--- src/hdl/battery_level_monitor_unit_macros.svh ---
// ----------------------------------------------------------------------------
// Battery level monitor assertion macros
// Shared concurrent assertion forms, clocked on clk_i and off during reset.
// ----------------------------------------------------------------------------
`ifndef BATTERY_LEVEL_MONITOR_UNIT_MACROS_SVH
`define BATTERY_LEVEL_MONITOR_UNIT_MACROS_SVH

// Same-cycle implication
`define BLM_ASSERT_NOW(label, ante, cons) \
  label: assert property (@(posedge clk_i) disable iff (!rst_ni) (ante) |-> (cons)) \
    else $error("battery level monitor: same-cycle check failed");

// Next-cycle implication
`define BLM_ASSERT_NEXT(label, ante, cons) \
  label: assert property (@(posedge clk_i) disable iff (!rst_ni) (ante) |=> (cons)) \
    else $error("battery level monitor: next-cycle check failed");

`endif

--- src/hdl/blm_pkg.sv ---
// ----------------------------------------------------------------------------
// Battery level monitor package
// Field widths, register codes and reset values shared by the monitor.
// ----------------------------------------------------------------------------
package blm_pkg;

  // Field widths
  localparam int unsigned MV_W    = 14;
  localparam int unsigned HYST_W  = 10;
  localparam int unsigned COEF_W  = 16;
  localparam int unsigned LEVEL_W = 3;
  localparam int unsigned IDX_W   = 3;
  localparam int unsigned CFG_W   = 16;

  // Stream payload widths, padded to whole bytes
  localparam int unsigned IN_W  = 16;
  localparam int unsigned OUT_W = 24;

  // Threshold registers present
  localparam int unsigned THR_REGS = 4;

  // Parameter defaults
  localparam int unsigned LEVEL_COUNT_DEF   = 4;
  localparam int unsigned FRACTION_BITS_DEF = 8;

  // Register reset values
  localparam logic [THR_REGS-1:0][MV_W-1:0] THR_RESET = {
    14'd3982, 14'd3839, 14'd3646, 14'd3527
  };
  localparam logic [HYST_W-1:0] HYST_RESET  = 10'd10;
  localparam logic [MV_W-1:0]   LOW_RESET   = 14'd3000;
  localparam logic [COEF_W-1:0] COEF_RESET  = 16'd64881;

  // Configuration register codes
  typedef enum logic [IDX_W-1:0] {
    REG_THR_ONE   = 3'd0,
    REG_THR_TWO   = 3'd1,
    REG_THR_THREE = 3'd2,
    REG_THR_FOUR  = 3'd3,
    REG_HYST      = 3'd4,
    REG_LOW_LIMIT = 3'd5,
    REG_COEF      = 3'd6
  } cfg_reg_e;

endpackage

--- src/hdl/battery_level_monitor_unit.sv ---
// ----------------------------------------------------------------------------
// Battery level monitor
// Low-pass filters battery voltage samples, derives a 0..4 level with
// hysteresis, and flags low-battery power-off and USB attach.
// ----------------------------------------------------------------------------
// One input request gives exactly one result through two register stages: an
// input register, then one pass of filter update, threshold compares and flag
// logic into the result register. A new request is taken every cycle unless
// the result stage stalls; filter state, level and USB history are written
// in the same cycle the result is loaded, so the single filter multiply and
// compare path sets the rate. Configuration writes are taken at once.
`include "battery_level_monitor_unit_macros.svh"

module battery_level_monitor_unit
  import blm_pkg::*;
#(
  parameter int unsigned LEVEL_COUNT   = LEVEL_COUNT_DEF,
  parameter int unsigned FRACTION_BITS = FRACTION_BITS_DEF
) (
  input  logic              clk_i,
  input  logic              rst_ni,
  // configuration write channel
  input  logic              cfg_valid_i,
  output logic              cfg_ready_o,
  input  logic [IDX_W-1:0]  cfg_index_i,
  input  logic [CFG_W-1:0]  cfg_data_i,
  // sample stream
  input  logic              s_axis_tvalid,
  output logic              s_axis_tready,
  // [13:0] sample_mv, [14] usb_powered, [15] already_off
  input  logic [IN_W-1:0]   s_axis_tdata,
  // result stream
  output logic              m_axis_tvalid,
  input  logic              m_axis_tready,
  // [2:0] battery_level, [16:3] filtered_mv, [17] power_off_request,
  // [18] usb_attach_event, [23:19] zero
  output logic [OUT_W-1:0]  m_axis_tdata
);

  localparam int unsigned FW      = MV_W + FRACTION_BITS;
  localparam int unsigned THR_X_W = MV_W + 1;
  localparam int unsigned NUM_CMP = (LEVEL_COUNT < THR_REGS) ? LEVEL_COUNT : THR_REGS;
  localparam int unsigned PROD_W  = FW + COEF_W + 2;
  localparam int unsigned OUT_PAD = OUT_W - (LEVEL_W + MV_W + 2);

  // Configuration registers
  logic [THR_REGS-1:0][MV_W-1:0] thr_q;
  logic [HYST_W-1:0]             hyst_q;
  logic [MV_W-1:0]               low_q;
  logic [COEF_W-1:0]             coef_q;

  // Monitor state
  logic [FW-1:0]      filt_q;
  logic [LEVEL_W-1:0] level_q;
  logic               usb_seen_q;

  // Input stage
  logic            in_valid_q;
  logic [MV_W-1:0] in_sample_q;
  logic            in_usb_q;
  logic            in_off_q;

  // Result stage
  logic               out_valid_q;
  logic [LEVEL_W-1:0] out_level_q;
  logic [MV_W-1:0]    out_mv_q;
  logic               out_poff_q;
  logic               out_attach_q;

  // Datapath
  logic                  advance;
  logic                  fire;
  logic [FW-1:0]         s_fx;
  logic signed [FW:0]    diff;
  logic signed [COEF_W:0] k_s;
  logic signed [PROD_W-1:0] prod;
  logic signed [PROD_W-1:0] rounded;
  logic signed [PROD_W-1:0] shifted;
  logic [FW-1:0]         filt_d;
  logic [LEVEL_W-1:0]    level_d;
  logic                  low;
  logic                  poff;
  logic                  attach;

  // Handshake: result stage frees when empty or taken
  assign advance       = !out_valid_q || m_axis_tready;
  assign fire          = in_valid_q && advance;
  assign s_axis_tready = !in_valid_q || advance;
  assign cfg_ready_o   = 1'b1;

  // Write configuration registers
  always_ff @(posedge clk_i or negedge rst_ni) begin
    if (!rst_ni) begin
      thr_q  <= THR_RESET;
      hyst_q <= HYST_RESET;
      low_q  <= LOW_RESET;
      coef_q <= COEF_RESET;
    end else if (cfg_valid_i) begin
      unique case (cfg_reg_e'(cfg_index_i))
        REG_THR_ONE:   thr_q[0] <= cfg_data_i[MV_W-1:0];
        REG_THR_TWO:   thr_q[1] <= cfg_data_i[MV_W-1:0];
        REG_THR_THREE: thr_q[2] <= cfg_data_i[MV_W-1:0];
        REG_THR_FOUR:  thr_q[3] <= cfg_data_i[MV_W-1:0];
        REG_HYST:      hyst_q   <= cfg_data_i[HYST_W-1:0];
        REG_LOW_LIMIT: low_q    <= cfg_data_i[MV_W-1:0];
        REG_COEF:      coef_q   <= cfg_data_i[COEF_W-1:0];
        default: ;
      endcase
    end
  end

  // Input stage valid
  always_ff @(posedge clk_i or negedge rst_ni) begin
    if (!rst_ni) begin
      in_valid_q <= 1'b0;
    end else if (s_axis_tready) begin
      in_valid_q <= s_axis_tvalid;
    end
  end

  // Input stage payload
  always_ff @(posedge clk_i) begin
    if (s_axis_tready && s_axis_tvalid) begin
      in_sample_q <= s_axis_tdata[MV_W-1:0];
      in_usb_q    <= s_axis_tdata[MV_W];
      in_off_q    <= s_axis_tdata[MV_W+1];
    end
  end

  // Filter: f' = s + round(k * (f - s) / 2^16), load sample while unprimed
  always_comb begin
    s_fx    = {in_sample_q, {FRACTION_BITS{1'b0}}};
    diff    = $signed({1'b0, filt_q}) - $signed({1'b0, s_fx});
    k_s     = $signed({1'b0, coef_q});
    prod    = PROD_W'(k_s) * PROD_W'(diff);
    rounded = prod + $signed({{(FW + 2){1'b0}}, 1'b1, {(COEF_W - 1){1'b0}}});
    shifted = rounded >>> COEF_W;
    if (filt_q == '0) begin
      filt_d = s_fx;
    end else begin
      filt_d = s_fx + shifted[FW-1:0];
    end
  end

  // Level: highest threshold met, hysteresis on thresholds at or above level
  always_comb begin
    logic [THR_X_W-1:0] thr_eff;
    level_d = '0;
    thr_eff = '0;
    for (int i = 0; i < NUM_CMP; i++) begin
      thr_eff = {1'b0, thr_q[i]};
      if (LEVEL_W'(i) >= level_q) begin
        thr_eff = thr_eff + {{(THR_X_W - HYST_W){1'b0}}, hyst_q};
      end
      if ({1'b0, filt_d} >= {thr_eff, {FRACTION_BITS{1'b0}}}) begin
        level_d = LEVEL_W'(i + 1);
      end
    end
  end

  // Power-off and attach flags
  assign low    = filt_d < {low_q, {FRACTION_BITS{1'b0}}};
  assign poff   = !in_usb_q && !in_off_q && low;
  assign attach = in_usb_q && !usb_seen_q;

  // Update monitor state on each processed request
  always_ff @(posedge clk_i or negedge rst_ni) begin
    if (!rst_ni) begin
      filt_q     <= '0;
      level_q    <= '0;
      usb_seen_q <= 1'b0;
    end else if (fire) begin
      filt_q     <= filt_d;
      level_q    <= level_d;
      usb_seen_q <= in_usb_q;
    end
  end

  // Result stage valid
  always_ff @(posedge clk_i or negedge rst_ni) begin
    if (!rst_ni) begin
      out_valid_q <= 1'b0;
    end else if (advance) begin
      out_valid_q <= in_valid_q;
    end
  end

  // Result stage payload
  always_ff @(posedge clk_i) begin
    if (fire) begin
      out_level_q  <= level_d;
      out_mv_q     <= filt_d[FW-1:FRACTION_BITS];
      out_poff_q   <= poff;
      out_attach_q <= attach;
    end
  end

  assign m_axis_tvalid = out_valid_q;
  assign m_axis_tdata  = {{OUT_PAD{1'b0}}, out_attach_q, out_poff_q, out_mv_q, out_level_q};

  // Checks
  `BLM_ASSERT_NEXT(a_fire_loads_result, fire, out_valid_q)
  `BLM_ASSERT_NEXT(a_result_holds, m_axis_tvalid && !m_axis_tready, m_axis_tvalid && $stable(m_axis_tdata))
  `BLM_ASSERT_NEXT(a_usb_history, fire, usb_seen_q == $past(in_usb_q))
  `BLM_ASSERT_NEXT(a_accept_fills_input, s_axis_tvalid && s_axis_tready, in_valid_q)

endmodule
--- config.mk ---
export PLATFORM = sky130hd
export DESIGN_NAME = battery_level_monitor_unit
export DESIGN_NICKNAME = d
export VERILOG_FILES = /design/src/hdl/blm_pkg.sv /design/src/hdl/battery_level_monitor_unit.sv
export VERILOG_INCLUDE_DIRS = /design/src /design/src/hdl
export SDC_FILE = /design/constraint.sdc
export NUM_CORES = 1
export LEC_CHECK = 0
export BUFFER_PORTS_ARGS = -buffer_cell sky130_fd_sc_hd__buf_2
export CORE_ASPECT_RATIO = 1.2
export CORE_UTILIZATION = 45
export CTS_CLUSTER_DIAMETER = 40
export DETAILED_ROUTE_END_ITERATION = 7
export PLACE_DENSITY_LB_ADDON = 0.08
export SLEW_MARGIN = 20
export SYNTH_ARGS = -nofsm -noshare
export SYNTH_HDL_FRONTEND = slang
export SYNTH_SLANG_ARGS = --single-unit
--- constraint.sdc ---
create_clock -name clk_i -period 20.9 [get_ports clk_i]
set_clock_uncertainty 0.15 [all_clocks]
set_input_delay 3.135 -clock clk_i [delete_from_list [all_inputs] [get_ports clk_i]]
set_output_delay 3.135 -clock clk_i [all_outputs]
set_load 0.005 [all_outputs]
# Word-level counts from Yosys, hierarchy flattened
# Index checks and enable logic that the tools add are counted.
[totals]
word_cells = 72
out_inout_bits = 27
register_bits = 159
inputBits = 40
[classes]
mux = 9
mul = 1
magnitude_cmp = 9
eq_ne = 6
addsub = 7
n_reduce_logical = 21
[op_table]
columns = ["operator", "count"]
rows = [
  ["greater-or-equal comparator 22 x 23 -> 1 bit", 4],
  ["adder 14 x 10 -> 15 bit", 4],
  ["2-to-1 mux 15 bit", 4],
  ["adder 38 x 17 -> 38 bit, second input constant", 1],
  ["multiplier 17 x 23 -> 38 bit", 1],
  ["subtractor 22 x 22 -> 23 bit", 1],
  ["adder 22 bit", 1],
  ["zero test 22 bit", 1],
  ["less-than comparator 22 bit", 1],
  ["2-to-1 mux 22 bit", 1],
  ["AND reduction 2 bit", 7],
  ["equality test 3 bit, second input constant", 3],
  ["2-to-1 mux 3 bit", 3],
  ["equality test 3 x 2 -> 1 bit, second input constant", 2],
  ["greater-or-equal comparator 1 x 3 -> 1 bit, first input constant", 2],
  ["greater-or-equal comparator 2 x 3 -> 1 bit, first input constant", 2],
  ["logical AND 1 bit", 5],
  ["zero test 1 bit", 5],
  ["equality test 3 x 1 -> 1 bit, second input constant", 1],
  ["zero test 3 bit", 1],
  ["logical OR 1 bit", 2],
  ["2-to-1 mux 1 bit", 1],
]

# Depth between registers and ports, before layout
# Gate-level depths: netlist of run 1.
[logic_depth]
ltp_word = 10
mapped_depth = 55
depth_no_buf = 55

# Worst setup path after synthesis of run 1
# OpenSTA, ideal clock, no wires.
[synth_path]
path_type = "register to register"
from = "register in_sample_q[1]"
to = "register out_level_q[0], data pin"
t_arrival_ns = 11.594
required_time_ns = 20.487
slack_ns = 8.893
synth_period_minus_slack_ns = 12.007
setup_time_ns = 0.263
path_stages_with_launch = 54
n_path_buf = 1
cell_sequence = "edfxtp_1 inv_1 ha_1 nor2b_1 o21ai_0 a21boi_0 o21ai_0 a21boi_0 o21ai_0 a21boi_0 o21ai_0 a21oi_1 xor2_1 clkbuf_1 nand2_1 fa_1 fa_1 fa_1 [18 not listed] ha_1 and3_1 a311oi_1 o21bai_1 a311o_1 a211o_1 a21oi_1 nor3_2 xnor2_1 ha_1 nand3_1 or4_1 or3_1 o32ai_2 a21o_1 nor2_1 a21bo_1 nor2b_1"
[synth_via]
elab_chain_len = 10
word_cells_on_any_way = 13
cone_classes = "3 x add/sub; 1 x mul; 4 x order compare; 5 x mux"
[synth_lines]
columns = ["element", "line_no", "text"]
rows = [
  ["from (decl)", "battery_level_monitor_unit.sv:59", "logic [MV_W-1:0] in_sample_q;"],
  ["from (signal assigned)", "battery_level_monitor_unit.sv:124", "in_sample_q <= s_axis_tdata[MV_W-1:0];"],
  ["subtractor 22 x 22 -> 23 bit", "battery_level_monitor_unit.sv:133", "diff = $signed({1'b0, filt_q}) - $signed({1'b0, s_fx});"],
  ["multiplier 17 x 23 -> 38 bit", "battery_level_monitor_unit.sv:135", "prod = PROD_W'(k_s) * PROD_W'(diff);"],
  ["adder 38 x 17 -> 38 bit", "battery_level_monitor_unit.sv:136", "rounded = prod + $signed({{(FW + 2){1'b0}}, 1'b1, {(COEF_W - 1){1'b0}}});"],
  ["adder 22 bit (*)", "battery_level_monitor_unit.sv:141", "filt_d = s_fx + shifted[FW-1:0];"],
  ["2-to-1 mux 22 bit (*)", "battery_level_monitor_unit.sv:138", "if (filt_q == '0) begin"],
  ["named net filt_d[21]", "battery_level_monitor_unit.sv:79", "logic [FW-1:0] filt_d;"],
  ["greater-or-equal comparator 22 x 23 -> 1 bit", "battery_level_monitor_unit.sv:155", "if ({1'b0, filt_d} >= {thr_eff, {FRACTION_BITS{1'b0}}}) begin"],
  ["2-to-1 mux 1 bit", "battery_level_monitor_unit.sv:155", ""],
  ["2-to-1 mux 3 bit (2 in series)", "battery_level_monitor_unit.sv:155", ""],
  ["2-to-1 mux 3 bit (*)", "battery_level_monitor_unit.sv:155", ""],
  ["named net level_d[0]", "battery_level_monitor_unit.sv:80", "logic [LEVEL_W-1:0] level_d;"],
  ["to (signal assigned)", "battery_level_monitor_unit.sv:191", "out_level_q <= level_d;"],
  ["to (decl)", "battery_level_monitor_unit.sv:65", "logic [LEVEL_W-1:0] out_level_q;"],
]
# The timed path passes the listed nets; every way through them passes the cells marked *.
# A chain may end at the register's enable or synchronous reset.

# Final worst setup path of run 1
# Ends and elaborated chain as after synthesis.

==> results of run 1 <==
-- per-stage QoR --
step                cell area, sq um  setup slack (ps)  hold WS [ps]
finish                         26100              7110           340
global route                   26100              6310           366
CTS                            26100              7110           346
detailed placement             25500              7180           328
global placement               25500              7470           312
floorplan                      24400              8890           296
-- path summary, 6_finish.rpt --
path | startpoint | cells after the start | endpoint
setup / recovery | in_sample_q[1] | 54 | out_level_q[0]
hold / removal | usb_seen_q | 2 | usb_seen_q
setup reg to reg | in_sample_q[1] | 54 | out_level_q[0]
hold reg to reg | usb_seen_q | 2 | usb_seen_q
max in group asynchronous | rst_ni | 2 | level_q[0]
min in group asynchronous | rst_ni | 1 | thr_q[46]
-- logic make-up (layout without fill, tap and decap cells) --
group                    after synthesis  in the layout  share of synthesized area [%]
XOR/XNOR                              94             94                           3.38
other                                  2              6                         0.0308
flip-flops                           159            159                           17.3
adder cells (fa/ha/maj)              602            602                           41.8
buffers and inverters                596            629                           9.32
multiplexers                         120            120                           5.47
AND/OR/NAND/NOR                      679            679                           14.2
AO/OA/AOI/OAI                        307            307                           8.39
-- flip-flops by register name, summed over array words and instances (netlist names) --
signal and count:
usb_seen_q 1, in_valid_q 1, m_axis_tvalid 1, out_poff_q 1, coef_q 16, hyst_q 10
in_off_q 1, thr_q 56, out_attach_q 1, in_usb_q 1, out_mv_q 14, low_q 14
level_q 3, out_level_q 3, in_sample_q 14, filt_q 22
-- metal layers --
metal  vias to the layer above  global-route usage (%)  routed length [microns]
li1                       8155                       -                        -
met1                      8964                    31.2                    27500
met2                       298                    46.7                    35400
met3                        93                    2.07                     1990
met4                         0                    8.08                     1920
met5                         -                       0                        0
-- tightest hold or removal path, cell delays in order, from the launching register on --
cell,delay [ps]
dfrtp_1,350
nand2_1,50
nand2_1,60
-- cell type report --
type,instances,area [sq um],share of cell area (%)
clock buffers,18,429,1.65
clock inverters,14,158,0.605
inverters,507,1900,7.31
multi-input cells,1808,17900,68.8
flip-flops and latches,159,4220,16.2
well taps,712,891,3.42
repair buffers,90,532,2.04
-- cell usage in the layout (no fill, tap or decap), types with 15 or more instances in the layout --
master / count
nand2_1: 211
edfxtp_1: 35
o211ai_1: 15
nand2b_1: 30
mux2_2: 106
clkbuf_16: 17
nand4_1: 15
dfrtp_1: 69
buf_2: 59
inv_1: 506
a21o_1: 24
xnor2_1: 69
ha_1: 242
a21oi_1: 98
nor2_1: 95
o21bai_1: 16
nor3_1: 25
dfstp_2: 55
and2_1: 194
fa_1: 356
buf_4: 30
o21ai_0: 58
nor2b_1: 39
nand3_1: 18
xor2_1: 25
o21a_1: 19
==> results.toml, run 1 <==
[job]
drv_cap = 0

[placed_design]
gp_congestion = 0.945
dpl.cell_count = 3276
dp_hpwl_microns = 53000
port-buffer-count = 60

[drt]
firstDrtPassIters = 5
wirelength_microns = 66900
drt_iter0_drc = 669
drcViolationCount = 0
antenna_left = 0
routedWlPerCell_microns = 20.2
vias_per_cell = 5.29
vias = 17500

[synth]
avgSynthCellArea_sq_um = 9.52
synth_top_area_share_pct = 29.2
yosysTopAreaCell = "fa_1"
syn_area_sq_mm = 0.0244
yosysUniqueCellTypes = 80
synth.area.top_cells = "fa_1 (29%), ha_1 (12%), inv_1 (7.8%)"
synthTopCellsByCount = "inv_1 (506), fa_1 (356), ha_1 (242)"
yosysWarningCount = 0
async_reset_ff_share_pct = 78.0
synth-edff-count = 35
ys_ff_latch = 159
ys_seq_area_share_pct = 17.3
synth_flop_cell = "dfrtp_1"
yosysMostFrequentCell = "inv_1"
syn_inst = 2559

[final_layout]
layoutNonFillerInstCount = 3308
finalNetCount = 3221
utilization_pct = 48.7
area_growth_pct = 6.91
diodes = 0
fill_cells = 5140
drive_gt1_share_pct = 11.8

[floorplanning]
ios = 67
die_h_microns = 257
dieArea_sq_mm = 0.0551
core.rowCount = 93
core_sq_mm = 0.0535
die_w_microns = 214
start_util_pct = 45.5

[critical_path]
cpPeakStageDelay_ps = 540
crit_top_cell = "fa_1"
crit_buf_inv = 6
startpoint_type = "flip-flop"
cp_top_family = "compound AO/OA/AOI/OAI gates"
cp.required_ps = 20930
rrSetupSlack_ps = 7110
critPathSlowestCell = "nand4_1"
arrival_ps = 13820
worstSetupPathType = "reg2reg"
cp_max_fo = 16
crit_path_end_kind = "flip-flop"

[global_routing]
grt_pass1_wl_microns = 107000
grt_max_degree = 81
grtUsageTotal_pct = 25.4
first_global_vias = 19000
overflow = 0
antenna_found_initial = 0

[clock_network]
cts.sinks = 159
cts_resized = 0
clk_path_buf_depth = 2
cts_root_buffer = "clkbuf_16"
post-cts-setup-buffers = 0
numCtsBuffers = 17
htreeDepth = 4
clock_latency_ps = 450
path_clk_slew_ps = 70
cts_tree = "built"
ctsHoldBuffers = 0

[timing]
setup_viol = 0
setup_tns_ps = 0
max_freq_mhz = 72.5
slew_headroom_pct = 22.9
fin_crit_ps = 13790
worst_pin_slew_ps = 1150
final_max_slew_viol_count = 0
finalHoldViolCount = 0
fin_crit_sh_pct = 66.0
rsz0062_at_grt = "false"

[run_status]
outcome = "completed"

[min_path]
holdCritPathClass = "reg2reg"
Power of run 1 is left out: the tool's default activity adds up to more than one toggle a clock period on the data nets, which glitch-free logic cannot reach.
==> run 2: changes to the inputs <==
==> constraint.sdc (replaced) <==
create_clock -name clk_i -period 12.96 [get_ports clk_i]
set_clock_uncertainty 0.15 [all_clocks]
set_input_delay 1.944 -clock clk_i [delete_from_list [all_inputs] [get_ports clk_i]]
set_output_delay 1.944 -clock clk_i [all_outputs]
set_load 0.005 [all_outputs]
==> run 2 against run 1 <==
The flow now finishes with violations (design-rule violations); critical path depth unchanged; highest routed layer unchanged; setup slack got worse by 6500 ps; largest cell class unchanged; die area unchanged; fmax increased by 12%; sequential cell count unchanged; cell area increased by 0.97%; count of clock-buffer cells in the layout unchanged; first-iteration DRC count increased by 20%; non-clock buffer count increased by 17; final cell count increased by 0.51%; sequential share of layout area decreased by 0.15 points; utilization increased by 0.47 points.
==> results.toml, run 2 (synthesis results as in run 1) <==
[timing]
finalHoldViolCount = 0
final_max_slew_viol_count = 0
setup_slack_ps = 615
setup_viol = 0
fin_crit_sh_pct = 95.3
max_freq_mhz = 81.0
setup_tns_ps = 0
slew_headroom_pct = 27.5
fin_crit_ps = 12340
worst_pin_slew_ps = 1090

[final_layout]
layoutNonFillerInstCount = 3325
drive_gt1_share_pct = 13.0
fill_cells = 5068
diodes = 0
area_growth_pct = 7.94
largest_reg_flops = 56
top_register = "thr_q"
finalNetCount = 3238
most-common-layout-cells = "inv_1 (506), fa_1 (355), ha_1 (242)"
final-seq-area_sq_mm = 0.00422
final_common_cell = "inv_1"
top_regs = "thr_q: 56 flops, filt_q: 22 flops, coef_q: 16 flops"
final_area_sq_mm = 0.0263
multiInputGateArea_sq_mm = 0.0180

[critical_path]
worstSetupPathType = "reg2reg"
cpPeakStageDelay_ps = 530
critPathSlowestCell = "fa_1"
startpoint_type = "flip-flop"
crit_path_end_kind = "flip-flop"
arrival_ps = 12380
crit_top_cell = "fa_1"
cp_max_fo = 5
cp.required_ps = 13000

[drt]
antenna_left = 0
routedWlPerCell_microns = 20.3
vias = 17800
firstDrtPassIters = 7
drt_iter0_drc = 802
drcViolationCount = 2
vias_per_cell = 5.35
wirelength_microns = 67500

[job]
drv_cap = 0

[clock_network]
numCtsBuffers = 17
cts.sinks = 159
path_clk_slew_ps = 70
htreeDepth = 4
cts_tree = "built"
ctsHoldBuffers = 0
clock_latency_ps = 440
clk_path_buf_depth = 2
cts_root_buffer = "clkbuf_16"

[floorplanning]
core_sq_mm = 0.0535
dieArea_sq_mm = 0.0551
core.rowCount = 93
die_w_microns = 214
die_h_microns = 257
ios = 67
start_util_pct = 45.5

[placed_design]
gp_congestion = 0.897
place_area_sq_mm = 0.0256
dpl.cell_count = 3290
port-buffer-count = 60
dp_hpwl_microns = 53600
dpl_worst_slack_ps = -158

[run_status]
violations = "design-rule violations"
outcome = "finished with violations"

[global_routing]
antenna_found_initial = 1
overflow = 0
grt_pass1_wl_microns = 108000
first_global_vias = 19400
grtUsageTotal_pct = 25.6
grt_max_degree = 65

[min_path]
holdCritPathClass = "reg2reg"
-- run 2: through the flow --
stage | util (%) | hold slack [ps]
3_3_place_gp | 47.8 | 308
2_1_floorplan | - | 296
4_1_cts | 48.9 | 331
6_report | 49.1 | 326
5_1_grt | 49.1 | 370
3_5_place_dp | 47.8 | 314
-- run 2: what timing repair did --
action                                  4_1_cts  5_1_grt
setup buffers                                 1        2
endpoints found under the setup margin        3        7
endpoints found under the hold margin         0        0
pin swaps                                     1        5
gates resized for setup                       3       27
-- run 2: path summary, 6_finish.rpt --
kind / start / to / slack [ps] / depth (start not counted)
hold / removal: usb_seen_q / usb_seen_q / 330 / 2
setup reg to reg: in_sample_q[1] / out_level_q[0] / 620 / 54
min in group asynchronous: rst_ni / thr_q[48] / 1330 / 1
hold reg to reg: usb_seen_q / usb_seen_q / 330 / 2
max in group asynchronous: rst_ni / low_q[10] / 10020 / 2
setup / recovery: in_sample_q[1] / out_level_q[0] / 620 / 54
-- run 2: critical path, delay by kind of cell (launching register included) --
kind,cells,cell delay [ps]
simple gates,19,3110
xor+xnor,2,280
compound gates,18,3650
buf+inv,5,280
flops,1,350
fa+ha+maj,10,4300
-- run 2: per-layer routing --
layer	track usage (%)	vias to the layer above	share of wire, %
li1	-	8185	-
met1	32.0	9162	42
met2	45.6	335	51
met3	2.68	100	3.5
met4	9.56	0	3.4
met5	0	-	0
-- run 2: final cells by class --
| class | instances | share of cell area, % |
|---|---|---|
| multi-input cells | 1808 | 68.5 |
| flip-flops and latches | 159 | 16.1 |
| inverters | 507 | 7.24 |
| well taps | 712 | 3.39 |
| repair buffers | 107 | 2.55 |
| clock buffers | 18 | 1.63 |
| clock inverters | 14 | 0.680 |
Power of run 2 is left out for the same reason.
==> run 3: changes to the inputs <==
--- a/config.mk
+++ b/config.mk
@@ -11,6 +11,7 @@
 export CORE_UTILIZATION = 45
 export CTS_CLUSTER_DIAMETER = 40
 export DETAILED_ROUTE_END_ITERATION = 7
+export MAX_ROUTING_LAYER = met4
 export PLACE_DENSITY_LB_ADDON = 0.08
 export SLEW_MARGIN = 20
 export SYNTH_ARGS = -nofsm -noshare
==> run 3 against run 2 <==
The flow now finishes without violations; fmax shrank 0.15%; cell area is essentially flat; critical path depth shrank 2; critical endpoint unchanged; non-clock buffer count shrank 7; die area is the same; global-route usage grew 1.1 points; routed wire length grew 1.2%; first-iteration DRC count grew 8.9%; hold slack gained 2.0 ps; sequential cell count is the same; count of clock-buffer cells in the layout shrank 1.
==> results.toml, run 3 (synthesis results as in run 1) <==
[run_status]
outcome = "completed"

[critical_path]
worstSetupPathType = "reg2reg"
cpPeakStageDelay_ps = 550
startpoint_type = "flip-flop"
cp.required_ps = 13000
crit_top_cell = "fa_1"
crit_path_end_kind = "flip-flop"
arrival_ps = 12400
cp_max_fo = 16
critPathSlowestCell = "fa_1"

[final_layout]
finalNetCount = 3231
drive_gt1_share_pct = 12.9
top_register = "thr_q"
final_common_cell = "inv_1"
largest_reg_flops = 56
most-common-layout-cells = "inv_1 (506), fa_1 (355), ha_1 (241)"
final_area_sq_mm = 0.0263
top_regs = "thr_q: 56 flops, filt_q: 22 flops, coef_q: 16 flops"
utilization_pct = 49.1
area_growth_pct = 7.84

[drt]
dr_wl_met2_microns = 35000
routedWlPerCell_microns = 20.6
wirelength_microns = 68400
drt_iter0_drc = 873
firstDrtPassIters = 5
vias_per_cell = 5.36
met1_length_microns = 29400
antenna_left = 0
top_layer = "met4"
vias = 17800
drcViolationCount = 0
wl_met3_microns = 1750

[timing]
fin_crit_sh_pct = 95.4
worst_pin_slew_ps = 1110
slew_headroom_pct = 26.2
finalHoldViolCount = 0
setup_viol = 0
fin_crit_ps = 12360
whs_ps = 328
setup_tns_ps = 0
rsz0062_at_grt = "false"
max_freq_mhz = 80.9
final_max_slew_viol_count = 0

[global_routing]
antenna_found_initial = 2
first_global_vias = 19300
grt_max_degree = 66
overflow = 0
grtUsageTotal_pct = 26.7
grt_pass1_wl_microns = 109000

[clock_network]
cts_root_buffer = "clkbuf_16"
path_clk_slew_ps = 70
numCtsBuffers = 17
cts.sinks = 159
clock_latency_ps = 450
htreeDepth = 4
cts_tree = "built"
clk_path_buf_depth = 2

[floorplanning]
ios = 67
die_w_microns = 214
start_util_pct = 45.5
core_sq_mm = 0.0535
core.rowCount = 93
die_h_microns = 257
dieArea_sq_mm = 0.0551

[placed_design]
dp_hpwl_microns = 53700
port-buffer-count = 60
gp_congestion = 0.898
place_area_sq_mm = 0.0255

[job]
drv_cap = 0

[min_path]
holdCritPathClass = "reg2reg"
==> run 3: final cells by class <==
class / instances / area (sq um)
timing repair buffer: 100 / 632
fill: 5138 / 27200
tap: 712 / 891
inverter: 507 / 1900
multi-input combinational: 1808 / 18000
clock buffer: 17 / 425
clock inverter: 15 / 198
antenna: 1 / 2.50
sequential: 159 / 4220
==> run 3: final timing paths <==
path,start,endpoint,slack (ps),cells past startpoint
worst max-delay path,in_sample_q[1],out_level_q[0],600,52
worst max register to register,in_sample_q[1],out_level_q[0],600,52
max in group asynchronous,rst_ni,low_q[13],10030,2
worst min register to register,usb_seen_q,usb_seen_q,330,2
min in group asynchronous,rst_ni,thr_q[47],1310,1
worst min-delay path,usb_seen_q,usb_seen_q,330,2
==> run 3: worst max-delay path: cells and delay by family (launching register included) <==
| family | cells | cell delay [ps] |
|---|---|---|
| fa+ha+maj | 13 | 5280 |
| compound gates | 19 | 3470 |
| xor+xnor | 2 | 270 |
| simple gates | 10 | 1720 |
| flops | 1 | 380 |
| buf+inv | 8 | 810 |
==> run 3: metrics by stage <==
step           setup slack [ps]  cells
6_report                    598   3319
3_3_place_gp               23.1   3285
4_1_cts                    16.8   3318
5_1_grt                    1.84   3318
3_5_place_dp               -156   3285
2_1_floorplan               953   2563
==> run 3: timing repair <==
item | CTS | global route
endpoints found under the setup margin | 3 | 6
pin swaps | 1 | 10
hold buffers | 0 | 0
gates resized for setup | 4 | 27
buffers inserted | 1 | 0
==> run 3: layer usage <==
metal | vias up | track usage (%)
met4 | 0 | 8.93
met3 | 94 | 2.12
met5 | - | -
li1 | 8185 | -
met1 | 9185 | 33.2
met2 | 324 | 46.0
Power of run 3 is left out for the same reason.
